`config.mk`:
```
export PLATFORM = sky130hd
export DESIGN_NAME = lcd_text_command_writer_flat
export DESIGN_NICKNAME = d
export VERILOG_FILES = /design/src/sv/lctw_pkg.sv /design/src/sv/lctw_req_if.sv /design/src/sv/lctw_rsp_if.sv /design/src/sv/lctw_controller.sv /design/src/sv/lctw_datapath.sv /design/src/sv/lcd_text_command_writer.sv /design/src/flat_wrapper.sv
export SDC_FILE = /design/constraint.sdc
export NUM_CORES = 1
export LEC_CHECK = 0
export BUFFER_PORTS_ARGS = -buffer_cell sky130_fd_sc_hd__buf_2
export CORE_ASPECT_RATIO = 1.4
export CORE_MARGIN = 3
export CORE_UTILIZATION = 55
export CTS_CLUSTER_SIZE = 16
export DETAILED_ROUTE_END_ITERATION = 10
export GPL_ROUTABILITY_DRIVEN = 0
export PLACE_DENSITY = 0.82
export SLEW_MARGIN = 30
export SYNTH_ARGS = -nofsm -noshare
export SYNTH_HDL_FRONTEND = slang
export SYNTH_SLANG_ARGS = --single-unit
```
`constraint.sdc`:
```
create_clock -name clock -period 6.43 [get_ports clock]
set_input_delay 0.643 -clock clock [delete_from_list [all_inputs] [get_ports clock]]
set_output_delay 0.643 -clock clock [all_outputs]
set_load 0.02 [all_outputs]
```
`src/sv/lctw_pkg.sv`:
```
// shared types, constants and lookup functions for the lcd text command writer
package lctw_pkg;

   localparam int CHAR_W = 8;
   localparam int WIDTH_W = 6;
   localparam int COUNT_W = 8;
   localparam int LINE_W = 2;
   localparam int SHIFT_W = 6;
   localparam int RUN_W = 6;
   localparam int THR_W = 9;
   localparam int CSR_ADDR_W = 2;

   localparam logic [RUN_W-1:0] MAX_RUN = 6'd62;
   localparam logic [COUNT_W-1:0] COUNT_MAX = 8'hFF;

   localparam logic [CHAR_W-1:0] CHAR_NEWLINE = 8'd10;
   localparam logic [CHAR_W-1:0] CHAR_BACKSPACE = 8'd8;
   localparam logic [CHAR_W-1:0] CMD_CLEAR = 8'h01;
   localparam logic [CHAR_W-1:0] CMD_HOME = 8'h02;
   localparam logic [CHAR_W-1:0] CMD_SHIFT_LEFT = 8'h10;
   localparam logic [CHAR_W-1:0] CMD_SHIFT_RIGHT = 8'h14;
   localparam logic [CHAR_W-1:0] CMD_DDRAM = 8'h80;
   localparam logic [CHAR_W-1:0] DATA_SPACE = 8'h20;

   localparam logic RS_COMMAND = 1'b0;
   localparam logic RS_DATA = 1'b1;

   localparam logic [WIDTH_W-1:0] LINE_WIDTH_RESET = 6'd20;
   localparam logic [CSR_ADDR_W-1:0] CSR_LINE_WIDTH_ADDR = 2'd0;

   typedef enum logic [3:0] {
      ST_IDLE,
      ST_CLEAR,
      ST_HOME,
      ST_ADDR0,
      ST_ADVANCE,
      ST_BODY,
      ST_SHIFT,
      ST_BS_SPACE,
      ST_BS_LEFT1,
      ST_BS_LEFT2,
      ST_FINISH
   } state_type;

   typedef enum logic [2:0] {
      EM_CLEAR,
      EM_HOME,
      EM_ADDR0,
      EM_ADDR_NEXT,
      EM_SHIFT_LEFT,
      EM_SPACE,
      EM_SHIFT_RIGHT,
      EM_DATA
   } emit_sel_type;

   typedef struct packed {
      logic         take;
      logic         emit;
      emit_sel_type emit_sel;
      logic         push_last;
      logic         set_overflow;
      logic         line_inc;
      logic         inc_count;
      logic         load_shift;
      logic         dec_shift;
   } ctrl_type;

   typedef struct packed {
      logic in_valid;
      logic in_start;
      logic overflow;
      logic line_full;
      logic last_line;
      logic is_newline;
      logic is_backspace;
      logic shift_zero;
      logic pend_valid;
      logic out_free;
   } status_type;

   function automatic logic [CHAR_W-1:0] line_offset(input logic [LINE_W-1:0] line);
      logic [CHAR_W-1:0] res;
      case (line)
         2'd0: res = 8'h00;
         2'd1: res = 8'h40;
         2'd2: res = 8'h14;
         2'd3: res = 8'h54;
         default: res = 8'h00;
      endcase
      return res;
   endfunction

   function automatic logic [SHIFT_W-1:0] line_shifts(input logic [LINE_W-1:0] line);
      logic [SHIFT_W-1:0] res;
      case (line)
         2'd0: res = 6'd0;
         2'd1: res = 6'd40;
         2'd2: res = 6'd20;
         2'd3: res = 6'd60;
         default: res = 6'd0;
      endcase
      return res;
   endfunction

endpackage

```
`src/sv/lctw_req_if.sv`:
```
// character input channel of the lcd text command writer
interface lctw_req_if;
   import lctw_pkg::*;

   logic              valid;
   logic              ready;
   logic [CHAR_W-1:0] character;
   logic              message_start;

   modport source (output valid, output character, output message_start, input ready);
   modport sink (input valid, input character, input message_start, output ready);
endinterface

```
`src/sv/lctw_rsp_if.sv`:
```
// lcd bus transfer output channel of the lcd text command writer
interface lctw_rsp_if;
   import lctw_pkg::*;

   logic              valid;
   logic              ready;
   logic              register_select;
   logic [CHAR_W-1:0] bus_byte;
   logic              long_wait;
   logic              run_last;

   modport source (output valid, output register_select, output bus_byte,
                   output long_wait, output run_last, input ready);
   modport sink (input valid, input register_select, input bus_byte,
                 input long_wait, input run_last, output ready);
endinterface

```
`src/sv/lctw_controller.sv`:
```
// sequencing state machine for the lcd text command writer
module lctw_controller (
   input  logic                  clock,
   input  logic                  reset,
   input  lctw_pkg::status_type  status,
   output lctw_pkg::ctrl_type    ctrl
);
   import lctw_pkg::*;

   state_type state_ff;
   state_type state_in;

   always_ff @(posedge clock) begin
      if (reset) begin
         state_ff <= ST_IDLE;
      end else begin
         state_ff <= state_in;
      end
   end

   always_comb begin
      state_in = state_ff;
      case (state_ff)
         ST_IDLE: begin
            if (status.in_valid) begin
               state_in = status.in_start ? ST_CLEAR : ST_ADVANCE;
            end
         end
         ST_CLEAR: begin
            if (status.out_free) state_in = ST_HOME;
         end
         ST_HOME: begin
            if (status.out_free) state_in = ST_ADDR0;
         end
         ST_ADDR0: begin
            if (status.out_free) state_in = ST_ADVANCE;
         end
         ST_ADVANCE: begin
            if (status.overflow) begin
               state_in = ST_FINISH;
            end else if (!status.line_full) begin
               state_in = ST_BODY;
            end
         end
         ST_BODY: begin
            if (status.is_newline) begin
               if (status.last_line) begin
                  state_in = ST_FINISH;
               end else if (status.out_free) begin
                  state_in = ST_SHIFT;
               end
            end else if (status.out_free) begin
               state_in = status.is_backspace ? ST_BS_SPACE : ST_FINISH;
            end
         end
         ST_SHIFT: begin
            if (status.shift_zero) state_in = ST_FINISH;
         end
         ST_BS_SPACE: begin
            if (status.out_free) state_in = ST_BS_LEFT1;
         end
         ST_BS_LEFT1: begin
            if (status.out_free) state_in = ST_BS_LEFT2;
         end
         ST_BS_LEFT2: begin
            if (status.out_free) state_in = ST_FINISH;
         end
         ST_FINISH: begin
            if (!status.pend_valid || status.out_free) state_in = ST_IDLE;
         end
         default: state_in = ST_IDLE;
      endcase
   end

   always_comb begin
      ctrl = '0;
      ctrl.emit_sel = EM_DATA;
      case (state_ff)
         ST_IDLE: begin
            ctrl.take = 1'b1;
         end
         ST_CLEAR: begin
            ctrl.emit = status.out_free;
            ctrl.emit_sel = EM_CLEAR;
         end
         ST_HOME: begin
            ctrl.emit = status.out_free;
            ctrl.emit_sel = EM_HOME;
         end
         ST_ADDR0: begin
            ctrl.emit = status.out_free;
            ctrl.emit_sel = EM_ADDR0;
         end
         ST_ADVANCE: begin
            ctrl.emit_sel = EM_ADDR_NEXT;
            if (!status.overflow && status.line_full) begin
               if (status.last_line) begin
                  ctrl.set_overflow = 1'b1;
               end else if (status.out_free) begin
                  ctrl.emit = 1'b1;
                  ctrl.line_inc = 1'b1;
               end
            end
         end
         ST_BODY: begin
            if (status.is_newline) begin
               ctrl.emit_sel = EM_HOME;
               if (status.last_line) begin
                  ctrl.inc_count = 1'b1;
               end else if (status.out_free) begin
                  ctrl.emit = 1'b1;
                  ctrl.line_inc = 1'b1;
                  ctrl.load_shift = 1'b1;
                  ctrl.inc_count = 1'b1;
               end
            end else begin
               ctrl.emit_sel = status.is_backspace ? EM_SHIFT_LEFT : EM_DATA;
               ctrl.emit = status.out_free;
               ctrl.inc_count = status.out_free;
            end
         end
         ST_SHIFT: begin
            ctrl.emit_sel = EM_SHIFT_RIGHT;
            if (!status.shift_zero && status.out_free) begin
               ctrl.emit = 1'b1;
               ctrl.dec_shift = 1'b1;
            end
         end
         ST_BS_SPACE: begin
            ctrl.emit = status.out_free;
            ctrl.emit_sel = EM_SPACE;
         end
         ST_BS_LEFT1: begin
            ctrl.emit = status.out_free;
            ctrl.emit_sel = EM_SHIFT_LEFT;
         end
         ST_BS_LEFT2: begin
            ctrl.emit = status.out_free;
            ctrl.emit_sel = EM_SHIFT_LEFT;
         end
         ST_FINISH: begin
            ctrl.push_last = status.pend_valid && status.out_free;
         end
         default: ctrl = '0;
      endcase
   end

endmodule

```
`src/sv/lctw_datapath.sv`:
```
// line tracking, transfer generation and output staging for the lcd text command writer
module lctw_datapath #(
   parameter int NUM_LINES = 4
) (
   input  logic                               clock,
   input  logic                               reset,
   input  lctw_pkg::ctrl_type                 ctrl,
   output lctw_pkg::status_type               status,
   input  logic [lctw_pkg::WIDTH_W-1:0]       line_width,
   lctw_req_if.sink                           req,
   lctw_rsp_if.source                         rsp
);
   import lctw_pkg::*;

   localparam logic [LINE_W:0] LINES = (LINE_W+1)'(NUM_LINES);

   logic [CHAR_W-1:0]  char_ff, char_in;
   logic [COUNT_W-1:0] count_ff, count_in;
   logic [LINE_W-1:0]  line_ff, line_in;
   logic               overflow_ff, overflow_in;
   logic [SHIFT_W-1:0] shift_ff, shift_in;
   logic [RUN_W-1:0]   run_ff, run_in;
   logic               pend_valid_ff, pend_valid_in;
   logic               pend_rs_ff, pend_rs_in;
   logic [CHAR_W-1:0]  pend_byte_ff, pend_byte_in;
   logic               out_valid_ff, out_valid_in;
   logic               out_rs_ff, out_rs_in;
   logic [CHAR_W-1:0]  out_byte_ff, out_byte_in;
   logic               out_last_ff, out_last_in;

   logic [LINE_W-1:0]  line_next;
   logic [THR_W-1:0]   threshold;
   logic               emit_rs;
   logic [CHAR_W-1:0]  emit_byte;
   logic               out_free;

   assign line_next = line_ff + LINE_W'(1);
   assign threshold = (THR_W'(line_ff) + THR_W'(1)) * THR_W'(line_width);
   assign out_free = !out_valid_ff || rsp.ready;

   always_comb begin
      emit_rs = RS_COMMAND;
      emit_byte = char_ff;
      case (ctrl.emit_sel)
         EM_CLEAR:       emit_byte = CMD_CLEAR;
         EM_HOME:        emit_byte = CMD_HOME;
         EM_ADDR0:       emit_byte = CMD_DDRAM | line_offset(LINE_W'(0));
         EM_ADDR_NEXT:   emit_byte = CMD_DDRAM | line_offset(line_next);
         EM_SHIFT_LEFT:  emit_byte = CMD_SHIFT_LEFT;
         EM_SHIFT_RIGHT: emit_byte = CMD_SHIFT_RIGHT;
         EM_SPACE: begin
            emit_rs = RS_DATA;
            emit_byte = DATA_SPACE;
         end
         EM_DATA: begin
            emit_rs = RS_DATA;
            emit_byte = char_ff;
         end
         default: emit_byte = char_ff;
      endcase
   end

   always_comb begin
      status.in_valid = req.valid;
      status.in_start = req.message_start;
      status.overflow = overflow_ff;
      status.line_full = THR_W'(count_ff) >= threshold;
      status.last_line = ((LINE_W+1)'(line_ff) + (LINE_W+1)'(1)) >= LINES;
      status.is_newline = char_ff == CHAR_NEWLINE;
      status.is_backspace = char_ff == CHAR_BACKSPACE;
      status.shift_zero = shift_ff == '0;
      status.pend_valid = pend_valid_ff;
      status.out_free = out_free;
   end

   always_comb begin
      char_in = char_ff;
      count_in = count_ff;
      line_in = line_ff;
      overflow_in = overflow_ff;
      shift_in = shift_ff;
      run_in = run_ff;
      pend_valid_in = pend_valid_ff;
      pend_rs_in = pend_rs_ff;
      pend_byte_in = pend_byte_ff;
      out_valid_in = out_valid_ff && !rsp.ready;
      out_rs_in = out_rs_ff;
      out_byte_in = out_byte_ff;
      out_last_in = out_last_ff;

      if (ctrl.take && req.valid) begin
         char_in = req.character;
         run_in = '0;
         if (req.message_start) begin
            count_in = '0;
            line_in = '0;
            overflow_in = 1'b0;
         end
      end
      if (ctrl.set_overflow) overflow_in = 1'b1;
      if (ctrl.line_inc) line_in = line_next;
      if (ctrl.inc_count && count_ff != COUNT_MAX) count_in = count_ff + COUNT_W'(1);
      if (ctrl.load_shift) shift_in = line_shifts(line_next);
      if (ctrl.dec_shift) shift_in = shift_ff - SHIFT_W'(1);

      if (ctrl.emit && run_ff != MAX_RUN) begin
         run_in = run_ff + RUN_W'(1);
         pend_valid_in = 1'b1;
         pend_rs_in = emit_rs;
         pend_byte_in = emit_byte;
         if (pend_valid_ff) begin
            out_valid_in = 1'b1;
            out_rs_in = pend_rs_ff;
            out_byte_in = pend_byte_ff;
            out_last_in = 1'b0;
         end
      end
      if (ctrl.push_last) begin
         out_valid_in = 1'b1;
         out_rs_in = pend_rs_ff;
         out_byte_in = pend_byte_ff;
         out_last_in = 1'b1;
         pend_valid_in = 1'b0;
      end
   end

   always_ff @(posedge clock) begin
      if (reset) begin
         count_ff <= '0;
         line_ff <= '0;
         overflow_ff <= 1'b0;
         shift_ff <= '0;
         run_ff <= '0;
         pend_valid_ff <= 1'b0;
         out_valid_ff <= 1'b0;
      end else begin
         count_ff <= count_in;
         line_ff <= line_in;
         overflow_ff <= overflow_in;
         shift_ff <= shift_in;
         run_ff <= run_in;
         pend_valid_ff <= pend_valid_in;
         out_valid_ff <= out_valid_in;
      end
   end

   always_ff @(posedge clock) begin
      char_ff <= char_in;
      pend_rs_ff <= pend_rs_in;
      pend_byte_ff <= pend_byte_in;
      out_rs_ff <= out_rs_in;
      out_byte_ff <= out_byte_in;
      out_last_ff <= out_last_in;
   end

   assign req.ready = ctrl.take;
   assign rsp.valid = out_valid_ff;
   assign rsp.register_select = out_rs_ff;
   assign rsp.bus_byte = out_byte_ff;
   assign rsp.long_wait = (out_rs_ff == RS_COMMAND) &&
                          (out_byte_ff == CMD_CLEAR || out_byte_ff == CMD_HOME);
   assign rsp.run_last = out_last_ff;

endmodule

```
`src/sv/lcd_text_command_writer.sv`:
```
// lcd text command writer: one character in, a run of lcd bus transfers out
// staging: each transfer is held in a pending register and moves to the output register when the
// next transfer is generated or the run finishes; a stalled receiver holds the run back
// throughput: one character per run; a new character is taken only once its run has finished
// reset: synchronous; clears line, count and overflow state, line width back to 20
module lcd_text_command_writer #(
   parameter int NUM_LINES = 4
) (
   input  logic                                 clock,
   input  logic                                 reset,
   lctw_req_if.sink                             req_ch,
   lctw_rsp_if.source                           rsp_ch,
   input  logic                                 csr_psel,
   input  logic                                 csr_penable,
   input  logic                                 csr_pwrite,
   input  logic [lctw_pkg::CSR_ADDR_W-1:0]      csr_paddr,
   input  logic [31:0]                          csr_pwdata,
   output logic [31:0]                          csr_prdata,
   output logic                                 csr_pready
);
   import lctw_pkg::*;

   logic [WIDTH_W-1:0] line_width_ff, line_width_in;
   logic               csr_write;
   ctrl_type           ctrl;
   status_type         status;

   assign csr_pready = 1'b1;
   assign csr_write = csr_psel && csr_penable && csr_pwrite && csr_pready;

   always_comb begin
      line_width_in = line_width_ff;
      if (csr_write && csr_paddr == CSR_LINE_WIDTH_ADDR) begin
         line_width_in = csr_pwdata[WIDTH_W-1:0];
      end
   end

   always_ff @(posedge clock) begin
      if (reset) begin
         line_width_ff <= LINE_WIDTH_RESET;
      end else begin
         line_width_ff <= line_width_in;
      end
   end

   assign csr_prdata = (csr_paddr == CSR_LINE_WIDTH_ADDR) ? 32'(line_width_ff) : 32'd0;

   lctw_controller u_controller (
      .clock  (clock),
      .reset  (reset),
      .status (status),
      .ctrl   (ctrl)
   );

   lctw_datapath #(
      .NUM_LINES (NUM_LINES)
   ) u_datapath (
      .clock      (clock),
      .reset      (reset),
      .ctrl       (ctrl),
      .status     (status),
      .line_width (line_width_ff),
      .req        (req_ch),
      .rsp        (rsp_ch)
   );

   a_take_one_at_a_time: assert property (@(posedge clock) disable iff (reset)
      (req_ch.valid && req_ch.ready) |=> !req_ch.ready)
      else $error("second transaction taken while a run is in progress");

   a_no_emit_while_idle: assert property (@(posedge clock) disable iff (reset)
      ctrl.take |-> !ctrl.emit && !ctrl.push_last)
      else $error("transfer generated while waiting for a character");

   a_output_not_overwritten: assert property (@(posedge clock) disable iff (reset)
      (rsp_ch.valid && !rsp_ch.ready) |=> rsp_ch.valid && $stable(rsp_ch.bus_byte))
      else $error("stalled transfer lost or changed");

endmodule

```
`src/flat_wrapper.sv`:
```
// flat-port wrapper written by rule: the top's interface ports become plain ports
module lcd_text_command_writer_flat import lctw_pkg::*;
#(
   parameter int NUM_LINES = 4
)
  (clock, reset, csr_psel, csr_penable, csr_pwrite, csr_paddr, csr_pwdata, csr_prdata, csr_pready, req_ch_valid, req_ch_character, req_ch_message_start, req_ch_ready, rsp_ch_valid, rsp_ch_register_select, rsp_ch_bus_byte, rsp_ch_long_wait, rsp_ch_run_last, rsp_ch_ready);
  lctw_req_if req_ch_i ();
  lctw_rsp_if rsp_ch_i ();
  input  logic clock;
  input  logic reset;
  input  logic csr_psel;
  input  logic csr_penable;
  input  logic csr_pwrite;
  input  logic [lctw_pkg::CSR_ADDR_W-1:0] csr_paddr;
  input  logic [31:0] csr_pwdata;
  output logic [31:0] csr_prdata;
  output logic csr_pready;
  input wire logic [$bits(req_ch_i.valid)-1:0] req_ch_valid;
  input wire logic [$bits(req_ch_i.character)-1:0] req_ch_character;
  input wire logic [$bits(req_ch_i.message_start)-1:0] req_ch_message_start;
  output wire logic [$bits(req_ch_i.ready)-1:0] req_ch_ready;
  output wire logic [$bits(rsp_ch_i.valid)-1:0] rsp_ch_valid;
  output wire logic [$bits(rsp_ch_i.register_select)-1:0] rsp_ch_register_select;
  output wire logic [$bits(rsp_ch_i.bus_byte)-1:0] rsp_ch_bus_byte;
  output wire logic [$bits(rsp_ch_i.long_wait)-1:0] rsp_ch_long_wait;
  output wire logic [$bits(rsp_ch_i.run_last)-1:0] rsp_ch_run_last;
  input wire logic [$bits(rsp_ch_i.ready)-1:0] rsp_ch_ready;
  assign req_ch_i.valid = req_ch_valid;
  assign req_ch_i.character = req_ch_character;
  assign req_ch_i.message_start = req_ch_message_start;
  assign req_ch_ready = req_ch_i.ready;
  assign rsp_ch_valid = rsp_ch_i.valid;
  assign rsp_ch_register_select = rsp_ch_i.register_select;
  assign rsp_ch_bus_byte = rsp_ch_i.bus_byte;
  assign rsp_ch_long_wait = rsp_ch_i.long_wait;
  assign rsp_ch_run_last = rsp_ch_i.run_last;
  assign rsp_ch_i.ready = rsp_ch_ready;
  lcd_text_command_writer #(.NUM_LINES(NUM_LINES)) u_core (.clock(clock), .reset(reset), .req_ch(req_ch_i), .rsp_ch(rsp_ch_i), .csr_psel(csr_psel), .csr_penable(csr_penable), .csr_pwrite(csr_pwrite), .csr_paddr(csr_paddr), .csr_pwdata(csr_pwdata), .csr_prdata(csr_prdata), .csr_pready(csr_pready));
endmodule
```
**After elaboration in Yosys (flattened, before gate mapping)**

Index checks and enable logic that the tools add are counted.

- Equal/unequal tests: 38
- Bitwise logic cells: 1
- $mul: 1
- Magnitude comparators: 2
- Reductions and logical operators: 44
- Mux-type cells: 67
- Add/sub/neg operators: 6

Operators with widths:

| operator | count |
|---|---|
| $mux W4 | 17 |
| $pmux W8 S8 | 1 |
| $mux W8 | 6 |
| $pmux W4 S11 | 1 |
| $pmux W4 S9 | 1 |
| $mux W6 | 5 |
| $pmux W7 S4 | 1 |
| $mux W1 | 25 |
| $pmux W6 S4 | 1 |
| $reduce_bool A2 Y1 | 10 |
| $ne A2 B2 Y1 const B | 9 |
| $eq A4 B3 Y1 const B | 4 |
| $eq A8 B4 Y1 const B | 2 |
| $eq A3 B3 Y1 const B | 4 |
| $eq A4 B4 Y1 const B | 3 |
| $mux W2 | 6 |
| $reduce_and A12 Y1 | 1 |
| $logic_and A1 B1 Y1 | 11 |
| $reduce_and A2 Y1 | 5 |
| $ge A8 B9 Y1 | 1 |
| $mul A3 B6 Y9 | 1 |
| $add A8 B1 Y8 const B | 1 |
| $eq A4 B2 Y1 const B | 2 |
| $eq A8 B1 Y1 const B | 1 |
| 25 further kinds | 40 |

- Output and inout port bits: 46
- Input bits: 50
- Word-level logic and storage cells: 174
- Register bits after elaboration: 62

**Logic depth before layout (Yosys ltp)**

Gate-level depths: netlist of the first run.

- Depth in word-level cells: 9
- Mapped depth: 21
- Depth with buffers taken out: 20

**Modules after synthesis**

From an unflattened synthesis of the first run, not the netlist that was laid out.

- Cells, all modules: 469
- Area, all modules: 4192.8 um2

By module, submodules not included:

| module | instances | sequential area each (um2) | area each (um2) | cells an instance |
|---|---|---|---|---|
| lctw_datapath | 1 | 1301.2 | 3024.2 | 313 |
| lctw_controller | 1 | 80.1 | 631.9 | 93 |
| lcd_text_command_writer | 1 | 120.1 | 536.8 | 63 |

**Worst setup path after synthesis of the first run**

Ideal clock, no wire load.

- Path type: reg2reg
- Start: reg u_core.u_datapath.line_ff[0]
- End: reg u_core.u_datapath.out_byte_ff[0], in the netlist u_core.u_datapath.rsp.bus_byte[0], enable pin
- Arrival time: 4.308 ns
- Clock period less this slack: 4.639 ns
- Buffers on the path: 1
- Slack: 1.791 ns
- Required time: 6.099 ns
- Cell stages (with the launch flop): 22
- Library setup time: 0.331 ns
- Cells stage by stage: dfxtp_1 -> inv_1 -> ha_1 -> clkbuf_1 -> nand2_1 -> fa_1 -> inv_1 -> ha_1 -> a21o_1 -> a21oi_1 -> nor2_1 -> o21ai_0 -> nand2b_1 -> xnor2_1 -> ha_1 -> and3_1 -> nand3_1 -> o21a_4 -> o211ai_4 -> nand2_2 -> inv_4 -> a21o_1

- Word-level cells in the longest chain between the ends: 9
- Elaborated cells between the ends (all ways): 13
- Those cells by class: add/sub (2); mul (1); order compare (2); mux (4); reduce/logical (4)

Ends and longest elaborated chain:

| element | RTL line | source |
|---|---|---|
| from (decl) | lctw_datapath.sv:19 | `logic [LINE_W-1:0] line_ff, line_in;` |
| from (signal assigned) | lctw_datapath.sv:138 | `line_ff <= line_in;` |
| $add A2 B1 Y3 | lctw_datapath.sv:38, lctw_datapath.sv:68 |  |
| $mul A3 B6 Y9 | lctw_datapath.sv:38 | `assign threshold = (THR_W'(line_ff) + THR_W'(1)) * THR_W'(line_width);` |
| $ge A8 B9 Y1 | lctw_datapath.sv:67 | `status.line_full = THR_W'(count_ff) >= threshold;` |
| $logic_and A1 B1 Y1 | lctw_controller.sv:96 | `if (!status.overflow && status.line_full) begin` |
| $mux W1 | lctw_controller.sv:96 |  |
| $pmux W4 S9 * | lctw_controller.sv:78 | `case (state_ff)` |
| $logic_and A1 B1 Y1 * | lctw_datapath.sv:106 | `if (ctrl.emit && run_ff != MAX_RUN) begin` |
| $reduce_bool A2 Y1 (no source line) * | -- |  |
| $reduce_and A2 Y1 (no source line) * | -- |  |
| to (signal assigned) | lctw_datapath.sv:152 | `out_byte_ff <= out_byte_in;` |
| to (decl) | lctw_datapath.sv:28 | `logic [CHAR_W-1:0] out_byte_ff, out_byte_in;` |

Every way passes the cells marked *; elsewhere a longest branch is shown, timed or not.
A chain may end at the register's enable or synchronous reset.

**Final worst setup path of the first run**

- Start: reg u_core.u_datapath.line_ff[0]
- End: reg u_core.u_datapath.out_byte_ff[2], in the netlist u_core.u_datapath.rsp.bus_byte[2], enable pin

Same word-level chain as after synthesis.

==> results of run 1 <==
-- placed cells by master, fill, tap and decap left out, drive strengths merged, types with 6 or more instances in the layout --
| cell type | n |
|---|---|
| nor2b | 8 |
| mux2i | 8 |
| edfxtp | 26 |
| buf | 42 |
| nand2 | 36 |
| o21ai | 19 |
| a31oi | 8 |
| nand2b | 7 |
| and2 | 16 |
| ha | 24 |
| o31ai | 6 |
| nor3 | 12 |
| a21oi | 29 |
| dfxtp | 36 |
| inv | 26 |
| conb | 27 |
| clkbuf | 10 |
| nand3 | 17 |
| nor2 | 41 |
| o211ai | 8 |
| and3 | 7 |
-- Yosys cell counts, types with 2 or more instances --
library cell	number
nor2_1	40
dfxtp_1	36
nand2_1	35
a21oi_1	28
buf_4	28
edfxtp_1	26
ha_1	24
inv_1	21
and2_1	16
nand3_1	16
o21ai_0	13
nor3_1	11
clkbuf_1	10
a31oi_1	8
mux2i_1	8
nor2b_1	8
and3_1	7
nand2b_1	7
buf_2	6
o211ai_1	6
o31ai_1	6
a21o_1	5
fa_1	5
o21ai_1	5
nand3b_1	4
xnor2_1	4
a211oi_1	3
a32oi_1	3
nand4_1	3
a22o_1	2
conb_1	2
inv_2	2
nor4_1	2
o21a_1	2
o22ai_1	2
o41ai_1	2
or3_1	2
or4_1	2
-- flip-flops by register name (all words and copies together), names as in the netlist, 2 cells and up --
name and count:
u_core.u_datapath.count_ff 8, u_core.u_datapath.rsp.bus_byte 8, u_core.u_datapath.pend_byte_ff 8, u_core.u_controller.state_ff 4, u_core.u_datapath.line_ff 2, u_core.line_width_ff 6, u_core.u_datapath.shift_ff 6, u_core.u_datapath.char_ff 8
u_core.u_datapath.run_ff 6
-- worst max-delay path: cells and delay by family (launching register included) --
family	cells	cell delay (ns)
AO/OA/AOI/OAI	6	1.43
XOR/XNOR	1	0.15
adder cells (fa/ha/maj)	4	1.63
buffers and inverters	3	0.45
flip-flops	1	0.44
AND/OR/NAND/NOR	6	0.73
-- stage by stage --
stage / hold WS [ns] / util
after floorplan: 0.400 / -
after global placement: 0.402 / 0.598
after detailed placement: 0.405 / 0.598
after CTS: 0.421 / 0.627
after global routing: 0.434 / 0.627
final: 0.419 / 0.627
-- routing by layer --
layer | part of all wire | vias to the layer above
met2 | 0.53 | 155
met4 | 0.036 | 0
met3 | 0.063 | 32
met1 | 0.37 | 1553
li1 | - | 1642
met5 | 0 | -
-- cells by family (layout without fill, tap and decap cells) --
logic type / after synthesis / after routing / share of synthesized area
simple gates: 165 / 165 / 0.215
compound gates: 108 / 108 / 0.193
buf+inv: 70 / 83 / 0.0924
flops: 62 / 62 / 0.367
fa+ha+maj: 30 / 30 / 0.100
mux: 8 / 8 / 0.0196
xor+xnor: 5 / 5 / 0.0107
other cells: 2 / 27 / 0.00184
-- path summary, 6_finish.rpt --
path | startpoint | to | slack, ns | cells past startpoint
max | u_core.u_datapath.line_ff[0] | u_core.u_datapath.rsp.bus_byte[2] | 1.26 | 20
min reg2reg | u_core.u_datapath.pend_byte_ff[1] | u_core.u_datapath.rsp.bus_byte[1] | 0.42 | 0
max reg2reg | u_core.u_datapath.line_ff[0] | u_core.u_datapath.rsp.bus_byte[2] | 1.26 | 20
min | u_core.u_datapath.pend_byte_ff[1] | u_core.u_datapath.rsp.bus_byte[1] | 0.42 | 0
-- cell type report --
class,instances,area [sq um]
Clock buffer,10,138
Clock inverter,6,68.8
Fill cell,620,2640
Inverter,25,96.3
Multi-Input combinational cell,343,2300
Sequential cell,62,1500
Tap cell,95,119
Timing Repair Buffer,42,210
-- where the power goes --
group	switching [mW]	total [mW]	internal (mW)
Combinational	0.361	0.556	0.195
Sequential	0.107	0.652	0.545
Clock	0.163	0.355	0.191
Total	0.632	1.56	0.931
==> summary.txt, run 1 <==
Yosys warning total: 0
Final HPWL DP: 6.49 mm
Crit-path max FO: 17
Leakage: 1.86 nW
Synth Instances: 450
Final Max Slew Viols: 0
Area grow syn2layout: 8.51%
CTS tree: built
Critical Path Most Common Cell: ha_1
Final nets: 562
Startpoint types: flop
RSZ-0062 raised after global routing: false
Crit path cell chain: inv_1 -> ha_1 -> nand2_1 -> fa_1 -> inv_1 -> ha_1 -> a21o_1 -> a21oi_1 -> nor2_1 -> o21ai_0 -> nand2b_1 -> xnor2_1 -> ha_1 -> and3_1 -> nand3_1 -> o21a_4 -> o211ai_4 -> nand2_2 -> inv_4 -> a21o_1
Antenna violations before repair: 0
Die X: 78.9 um
CP max stage delay: 0.52 ns
WL per Instance: 15.1 um
Die H: 108 um
GRT met1 Usage: 0.239
Synth Flop Type: dfxtp_1
CP Data Arrival Time: 5.18 ns
Final Critical Period: 5.17 ns
Status: complete, no violations
Maximum VDD drop: 0.171 mV
DP Area: 4230 sq um
Tcrit/Tclk final: 0.804
Yosys top cell area share: 0.191
Root Buffer: clkbuf_8
Num rows: 36
Grt met3 use: 0.0292
Pin count of the biggest net entering global routing: 35
Setup_tns: 0 ns
Total Routing Usage GR: 0.212
Final hold violations: 0
CTS Buf Count: 9
Hold/Removal Path Class: flop to flop
Longest Clk Path Bufs: 2
Endpoints failing setup: 0
Worst Setup Slack, final: 1.26 ns
Share of flip-flops with an asynchronous set or reset: 0
DR pass1 iterations: 5
# H-tree levels: 3
CP max stage cell: ha_1
Global-route track usage on met2: 0.379
Vias/cell: 5.80
Mean Syn Cell Area: 9.09 sq um
Vias in the first global route: 3111
Via count: 3382
Worst setup EP type: flop
Most Crowded Layer GR: met2
Max cap viols: 0
IO Port Bufs: 42
Core ar.: 7070 sq um
Die ar.: 8520 sq um
GRT overflow: 0
Synthesized flop and latch total: 62
Residual DRC: 0
Starting Density: 0.578
Starting DRC count in detailed routing: 211
Resized Gates After CTS: 0
Reg clk slew, reported paths: 0.07 ns
Count of cell types in the netlist: 78
DP Worst Slack: 1.28 ns
First-pass GRT wire length: 14.2 mm
Worst-Skew Late Latency: 0.35 ns
Type of the worst setup path: flop to flop
Netlist area before placement: 4090 sq um
Power Dens Cells: 352 nW/um^2
Finished Layout Cells: 583
Clock sinks: 62
Worst slew margin: 0.455
Post-CTS Setup Bufs: 0
Fmax: 193 MHz
Design Power: 1.56 mW
Dpl cells: 567
Hold buffers post-CTS: 0
Top cell type by total area after synthesis: edfxtp_1
Wirelength, routed: 8.79 mm
Number of flops mapped to enable cells by yosys: 26
Tightest Pin Transition: 0.813 ns
Top Ports: 96
WP data required: 6.44 ns
Fraction of layout cells with a size suffix above 1: 0.164
Remaining antenna violation count after routing: 0
Largest cells by area after synthesis: edfxtp_1 19%, dfxtp_1 18%, ha_1 7.3%
Cell area after layout: 4440 sq um
Seq/Total Area, Yosys: 0.367
Layout Skew: 0.0106 ns
Diode count: 0
Power figures use the tool's default switching activity.
==> run 2: changes to the inputs <==
--- a/config.mk
+++ b/config.mk
@@ -5,14 +5,15 @@
 export SDC_FILE = /design/constraint.sdc
 export NUM_CORES = 1
 export LEC_CHECK = 0
+export ABC_AREA = 1
 export BUFFER_PORTS_ARGS = -buffer_cell sky130_fd_sc_hd__buf_2
 export CORE_ASPECT_RATIO = 1.4
 export CORE_MARGIN = 3
-export CORE_UTILIZATION = 55
+export CORE_UTILIZATION = 49
 export CTS_CLUSTER_SIZE = 16
 export DETAILED_ROUTE_END_ITERATION = 10
 export GPL_ROUTABILITY_DRIVEN = 0
-export PLACE_DENSITY = 0.82
+export PLACE_DENSITY = 0.78
 export SLEW_MARGIN = 30
 export SYNTH_ARGS = -nofsm -noshare
 export SYNTH_HDL_FRONTEND = slang
==> constraint.sdc (replaced) <==
create_clock -name clock -period 4.7 [get_ports clock]
set_input_delay 0.47 -clock clock [delete_from_list [all_inputs] [get_ports clock]]
set_output_delay 0.47 -clock clock [all_outputs]
set_load 0.02 [all_outputs]
==> run 2 against run 1 <==
Die area up 9.2%. Core utilization down 6.6 points. Combinational power up 40%. Clock power up 30%. Critical path depth unchanged.
==> summary.txt, run 2 <==
Status: complete, no violations
Global-route track usage on met2: 0.334 (-0.0451)
Num rows: 38 (+5.6%)
Fraction of layout cells with a size suffix above 1: 0.174 (+0.00990)
Synth Instances: 507 (+13%)
Final nets: 632 (+12%)
Share of flip-flops with an asynchronous set or reset: 0 (unchanged)
Setup_tns: 0 ns (unchanged)
Worst Hold Depth: 1 (+1)
Leakage: 2.09 nW (+12%)
Commonest non-fill, non-tap cell in the layout: nand2_1
Count of cell types in the netlist: 43 (-45%)
Tightest Pin Transition: 0.534 ns (-0.280 ns)
Count leader, synth: nand2_1
Reg clk slew, reported paths: 0.07 ns (about the same)
Power Dens Cells: 466 nW/um^2 (+32%)
RR Endpoint: u_core.u_datapath.rsp.bus_byte[3]
Worst-Skew Late Latency: 0.35 ns (about the same)
Die ar.: 9300 sq um (+9.2%)
Antenna violations before repair: 0 (unchanged)
Residual DRC: 0 (unchanged)
Synth Flop Type: dfxtp_1
CTS Buf Count: 9 (unchanged)
Hold path start: req_ch_character[5]
Root Buffer: clkbuf_8
First-pass GRT wire length: 13.5 mm (-4.4%)
Die X: 82.4 um (+4.5%)
Diode count: 0 (unchanged)
Maximum VDD drop: 0.203 mV (+18%)
Grt met3 use: 0.0430 (+0.0138)
Wirelength, routed: 7.92 mm (-10%)
Final Critical Period: 4.26 ns (-0.912 ns)
Most frequent cells in the layout: 81 x nand2_1, 80 x inv_1, 42 x buf_2
Final Max Slew Viols: 0 (unchanged)
Worst R2R Setup Slack: 0.44 ns (-0.82 ns)
Vias/cell: 5.02 (-14%)
Vias in the first global route: 3171 (+1.9%)
Pin count of the biggest net entering global routing: 21 (-40%)
WL per Instance: 12.0 um (-20%)
Core ar.: 7850 sq um (+11%)
Mean Syn Cell Area: 7.89 sq um (-13%)
Tcrit/Tclk final: 0.906 (+0.102)
Top cell type by total area after synthesis: edfxtp_1
Synthesized flop and latch total: 62 (unchanged)
Die H: 113 um (+4.6%)
Longest Clk Path Bufs: 2 (unchanged)
R2r worst-path depth: 20 (unchanged)
Seq/Total Area, Yosys: 0.375 (+0.00792)
Startpoint types: flop
Most instantiated cells after synthesis: 81 x nand2_1, 80 x inv_1, 41 x nor2_1, 36 x a21oi_1, 36 x dfxtp_1
WHS Endpoint: u_core.u_datapath.char_ff[5]
Crit-path max FO: 9 (-8)
Endpoints failing setup: 0 (unchanged)
Final HPWL DP: 6.34 mm (-2.2%)
Number of flops mapped to enable cells by yosys: 26 (unchanged)
Reg2reg start: u_core.u_datapath.line_ff[0]
Layout Skew: 0.00845 ns (-0.00219 ns)
Final hold violations: 0 (unchanged)
DP Area: 4200 sq um (-0.65%)
DR pass1 iterations: 4 (-1)
# H-tree levels: 3 (unchanged)
Hold/Removal Path Class: input pin to flop
GRT met1 Usage: 0.198 (-0.0409)
Remaining antenna violation count after routing: 0 (unchanged)
CP Data Arrival Time: 4.29 ns (-0.89 ns)
Fmax: 235 MHz (+21%)
Yosys warning total: 0 (unchanged)
Worst setup EP type: flop
Post-CTS Setup Bufs: 0 (unchanged)
WP data required: 4.73 ns (-1.71 ns)
Type of the worst setup path: flop to flop
Starting Density: 0.510 (-0.0680)
CTS tree: built
Via count: 3300 (-2.4%)
Hold buffers post-CTS: 0 (unchanged)
Yosys top cell area share: 0.195 (+0.00412)
IO Port Bufs: 42 (unchanged)
Clock sinks: 62 (unchanged)
Largest cells by area after synthesis: edfxtp_1 20%, dfxtp_1 18%, nand2_1 7.6%
Cell area after layout: 4400 sq um (-0.79%)
Most Crowded Layer GR: met2
RSZ-0062 raised after global routing: false
Area grow syn2layout: 9.97%
Top Ports: 96 (unchanged)
Max cap viols: 0 (unchanged)
Netlist area before placement: 4000 sq um (-2.1%)
Worst slew margin: 0.644 (+0.189)
GRT overflow: 0 (unchanged)
Resized Gates After CTS: 0 (unchanged)
Starting DRC count in detailed routing: 126 (-40%)
Total Routing Usage GR: 0.187 (-0.0250)
==> run 2: cell count changes in the layout (fill, tap and decap cells not counted), sizes merged, moves of 6 or more <==
cell,before,now
inv,26,91
nand2,36,89
and2,16,1
nand3,17,31
nor2,41,52
mux2i,8,0
nor2b,8,0
a21oi,29,36
a31oi,8,1
nand2b,7,0
o21ai,19,26
and3,7,1
o31ai,6,0
xor2,1,7
==> run 2: metal layers <==
layer	part of all wire	vias to the layer above	wire length [um]
met1	0.39	1509	3080
met5	0	-	0
met3	0.051	20	403
li1	-	1689	-
met4	0.029	0	231
met2	0.53	82	4200
==> run 2: cell families (layout without fill, tap and decap cells) <==
family,count (synthesis),in the layout,synth area share
flip-flops,62,62,0.375
AND/OR/NAND/NOR,200,200,0.244
buffers and inverters,124,150,0.144
other,2,27,0.00188
XOR/XNOR,10,10,0.0219
adder cells (fa/ha/maj),29,29,0.100
AO/OA/AOI/OAI,80,80,0.113
==> run 2: how the worst max path moves through the flow <==
stage / cells after the start / start / end / slack, ns
final: 20 / u_core.u_datapath.line_ff[0] / u_core.u_datapath.rsp.bus_byte[3] / 0.44
after global routing: 20 / u_core.u_datapath.line_ff[0] / u_core.u_datapath.rsp.bus_byte[6] / 0.06
after CTS: 20 / u_core.u_datapath.line_ff[0] / u_core.u_datapath.rsp.bus_byte[3] / 0.43
after detailed placement: 20 / u_core.u_datapath.line_ff[0] / u_core.u_datapath.rsp.bus_byte[3] / 0.47
after global placement: 20 / u_core.u_datapath.line_ff[0] / u_core.u_datapath.rsp.bus_byte[3] / 0.54
after floorplan: 21 / u_core.u_datapath.line_ff[0] / u_core.u_datapath.rsp.bus_byte[0] / 0.69
==> run 2: final cells by class <==
class	count	area, sq um
fill	753	3440
multi-input combinational	346	2020
timing repair buffer	43	218
sequential	62	1500
tap	100	125
clock inverter	6	61.3
clock buffer	10	138
inverter	91	342
==> run 2: per-stage QoR <==
step	std cells	hold slack (ns)	total power, mW	utilization	worst slack (ns)
2_1_floorplan	532	0.400	1.43	-	0.686
3_3_place_gp	642	0.400	1.57	0.536	0.542
3_5_place_dp	642	0.405	1.60	0.536	0.472
4_1_cts	658	0.269	2.07	0.561	0.433
5_1_grt	658	0.276	2.20	0.561	0.0611
6_report	658	0.296	2.05	0.561	0.441
==> run 2: critical path, stage by stage (launching register included) <==
cell,delay (ns)
dfxtp_1,0.33
inv_1,0.11
ha_1,0.51
nand2_1,0.12
fa_1,0.53
inv_1,0.04
ha_1,0.34
a21oi_1,0.15
and2_1,0.16
inv_1,0.05
a21oi_1,0.11
nor2_1,0.05
nor2_1,0.10
xor2_1,0.17
ha_1,0.26
a41oi_1,0.20
nand2_1,0.15
nand3_4,0.11
nand2_4,0.09
nand3_2,0.09
nand2_1,0.26
==> run 2: report_power, final <==
group / leakage (nW) / switching, mW / internal [mW]
Sequential: 0.537 / 0.0608 / 0.746
Clock: 0.0920 / 0.207 / 0.256
Combinational: 1.46 / 0.542 / 0.238
Total: 2.09 / 0.810 / 1.24
==> run 3: changes to the inputs <==
--- a/config.mk
+++ b/config.mk
@@ -6,15 +6,15 @@
 export NUM_CORES = 1
 export LEC_CHECK = 0
 export ABC_AREA = 1
-export BUFFER_PORTS_ARGS = -buffer_cell sky130_fd_sc_hd__buf_2
+export BUFFER_PORTS_ARGS = -buffer_cell sky130_fd_sc_hd__buf_4
 export CORE_ASPECT_RATIO = 1.4
 export CORE_MARGIN = 3
 export CORE_UTILIZATION = 49
+export CTS_CLUSTER_DIAMETER = 50
 export CTS_CLUSTER_SIZE = 16
 export DETAILED_ROUTE_END_ITERATION = 10
 export GPL_ROUTABILITY_DRIVEN = 0
 export PLACE_DENSITY = 0.78
-export SLEW_MARGIN = 30
 export SYNTH_ARGS = -nofsm -noshare
 export SYNTH_HDL_FRONTEND = slang
 export SYNTH_SLANG_ARGS = --single-unit
==> run 3 against run 2 <==
Register-to-register slack got worse by 0.04 ns. Clock power decreased by 2%. Critical path depth increased by 1. First-iteration DRC count increased by 60%. Design area increased by 2.2%. Sequential power about the same. Worst setup slack got worse by 0.037 ns. Cell count unchanged. Clock skew decreased by 0.00088 ns. Largest cell class unchanged. Largest power group is now combinational cells.
==> summary.txt, run 3 (synthesis results as in run 2) <==
Top Ports: 96 (unchanged)
Die ar.: 9300 sq um (unchanged)
WL per Instance: 12.1 um (+0.48%)
DP Worst Slack: 0.430 ns (-0.0412 ns)
Remaining antenna violation count after routing: 0 (unchanged)
Clock sinks: 62 (unchanged)
Num rows: 38 (unchanged)
Leakage: 2.11 nW (+1.3%)
Finished Layout Cells: 658 (unchanged)
Tightest Pin Transition: 0.502 ns (-0.0318 ns)
WHS Endpoint: u_core.u_datapath.char_ff[2]
Root Buffer: clkbuf_8
Startpoint types: flop
GRT overflow: 0 (unchanged)
Resized Gates After CTS: 0 (unchanged)
Worst slew margin: 0.665 (+0.0212)
R2r worst-path depth: 21 (+5.0%)
Worst R2R Setup Slack: 0.40 ns (-0.04 ns)
DR pass1 iterations: 4 (unchanged)
Reg clk slew, reported paths: 0.07 ns (about the same)
Pin count of the biggest net entering global routing: 21 (unchanged)
Final Critical Period: 4.30 ns (+0.0373 ns)
Post-CTS Setup Bufs: 0 (unchanged)
Hold path start: req_ch_character[2]
Critical path origin: u_core.u_datapath.line_ff[0]
Max cap viols: 0 (unchanged)
Area grow syn2layout: 12.4%
Status: complete, no violations
Endpoints failing setup: 0 (unchanged)
Reg2reg start: u_core.u_datapath.line_ff[0]
Crit-path max FO: 9 (unchanged)
Worst setup EP type: flop
Die X: 82.4 um (unchanged)
Final hold violations: 0 (unchanged)
Dpl cells: 642 (unchanged)
Antenna violations before repair: 0 (unchanged)
Worst-Skew Late Latency: 0.35 ns (about the same)
RR Endpoint: u_core.u_datapath.rsp.bus_byte[1]
WHS: 0.297 ns (+0.000483 ns)
# H-tree levels: 3 (unchanged)
Core ar.: 7850 sq um (unchanged)
Final HPWL DP: 6.30 mm (-0.72%)
Worst Hold Depth: 1 (unchanged)
Final nets: 632 (unchanged)
Hold buffers post-CTS: 0 (unchanged)
RSZ-0062 raised after global routing: false
Fraction of layout cells with a size suffix above 1: 0.172 (-0.00179)
Die H: 113 um (unchanged)
CTS Buf Count: 9 (unchanged)
IO Port Bufs: 42 (unchanged)
First-pass GRT wire length: 13.7 mm (+1.5%)
Wirelength, routed: 7.96 mm (+0.48%)
Vias/cell: 5.05 (+0.73%)
Diode count: 0 (unchanged)
Starting DRC count in detailed routing: 202 (+60%)
Vias in the first global route: 3241 (+2.2%)
Power Dens Cells: 460 nW/um^2 (-1.2%)
Worst Setup Slack, final: 0.404 ns (-0.0373 ns)
Hold/Removal Path Class: input pin to flop
Longest Clk Path Bufs: 2 (unchanged)
Fmax: 233 MHz (-0.87%)
Residual DRC: 0 (unchanged)
Type of the worst setup path: flop to flop
Tcrit/Tclk final: 0.914 (+0.00793)
Total Routing Usage GR: 0.190 (+0.00308)
CTS tree: built
Maximum VDD drop: 0.332 mV (+64%)
Commonest non-fill, non-tap cell in the layout: nand2_1
Setup_tns: 0 ns (unchanged)
Layout Skew: 0.00757 ns (-0.000878 ns)
Final Max Slew Viols: 0 (unchanged)
WP data required: 4.71 ns (-0.02 ns)
CP Data Arrival Time: 4.31 ns (+0.02 ns)
Starting Density: 0.510 (unchanged)
Most frequent cells in the layout: 81 x nand2_1, 80 x inv_1, 43 x buf_4
Via count: 3324 (+0.73%)
-- run 3: cell count changes in the layout (fill, tap and decap cells not counted), sizes merged --
cell,change
clkinv,+1
clkinvlp,-1
-- run 3: routing by layer --
metal  GRT usage  vias up  part of all wire
met4      0.0787        0             0.023
met3      0.0518       16             0.048
met5           0        -                 0
met2       0.341       92              0.54
li1            -     1698                 -
met1       0.203     1518              0.39
-- run 3: stage by stage --
stage	total power [mW]	area, sq um	util
CTS	2.09	4500	0.573
floorplan	1.43	4100	-
global placement	1.59	4310	0.549
global route	2.23	4500	0.573
detailed placement	1.63	4310	0.549
finish	2.07	4500	0.573
-- run 3: cell type report --
type                    count  area, sq um
clock buffers              10          128
clock inverters             6         62.6
fillers                   746         3350
inverters                  91          342
multi-input cells         346         2020
flip-flops and latches     62         1500
well taps                 100          125
repair buffers             43          323
-- run 3: how the worst max path moves through the flow --
stage                     cells after the start  slack, ns                                end
after global routing                         21       0.13  u_core.u_datapath.rsp.bus_byte[1]
final                                        21       0.40  u_core.u_datapath.rsp.bus_byte[1]
after CTS                                    21       0.39  u_core.u_datapath.rsp.bus_byte[3]
after global placement                       20       0.55  u_core.u_datapath.rsp.bus_byte[3]
after detailed placement                     21       0.43  u_core.u_datapath.rsp.bus_byte[3]
after floorplan                              21       0.69  u_core.u_datapath.rsp.bus_byte[0]
-- run 3: power breakdown --
group	internal, mW	switching [mW]
Combinational	0.262	0.548
Clock	0.243	0.210
Sequential	0.746	0.0623
Total	1.25	0.820
-- run 3: critical path, stage by stage (launching register included) --
cell,delay [ns]
dfxtp_1,0.34
inv_1,0.12
ha_1,0.49
nand2_1,0.10
inv_1,0.08
fa_1,0.42
ha_1,0.24
fa_1,0.41
xnor2_1,0.16
ha_1,0.30
nand2_1,0.07
nor2_1,0.16
nand2_1,0.07
nand3_1,0.07
nand2_1,0.05
nand2_1,0.05
nand2_1,0.04
nand2_1,0.13
nand3_4,0.10
nand2_4,0.12
nand3_2,0.10
nand2_1,0.31
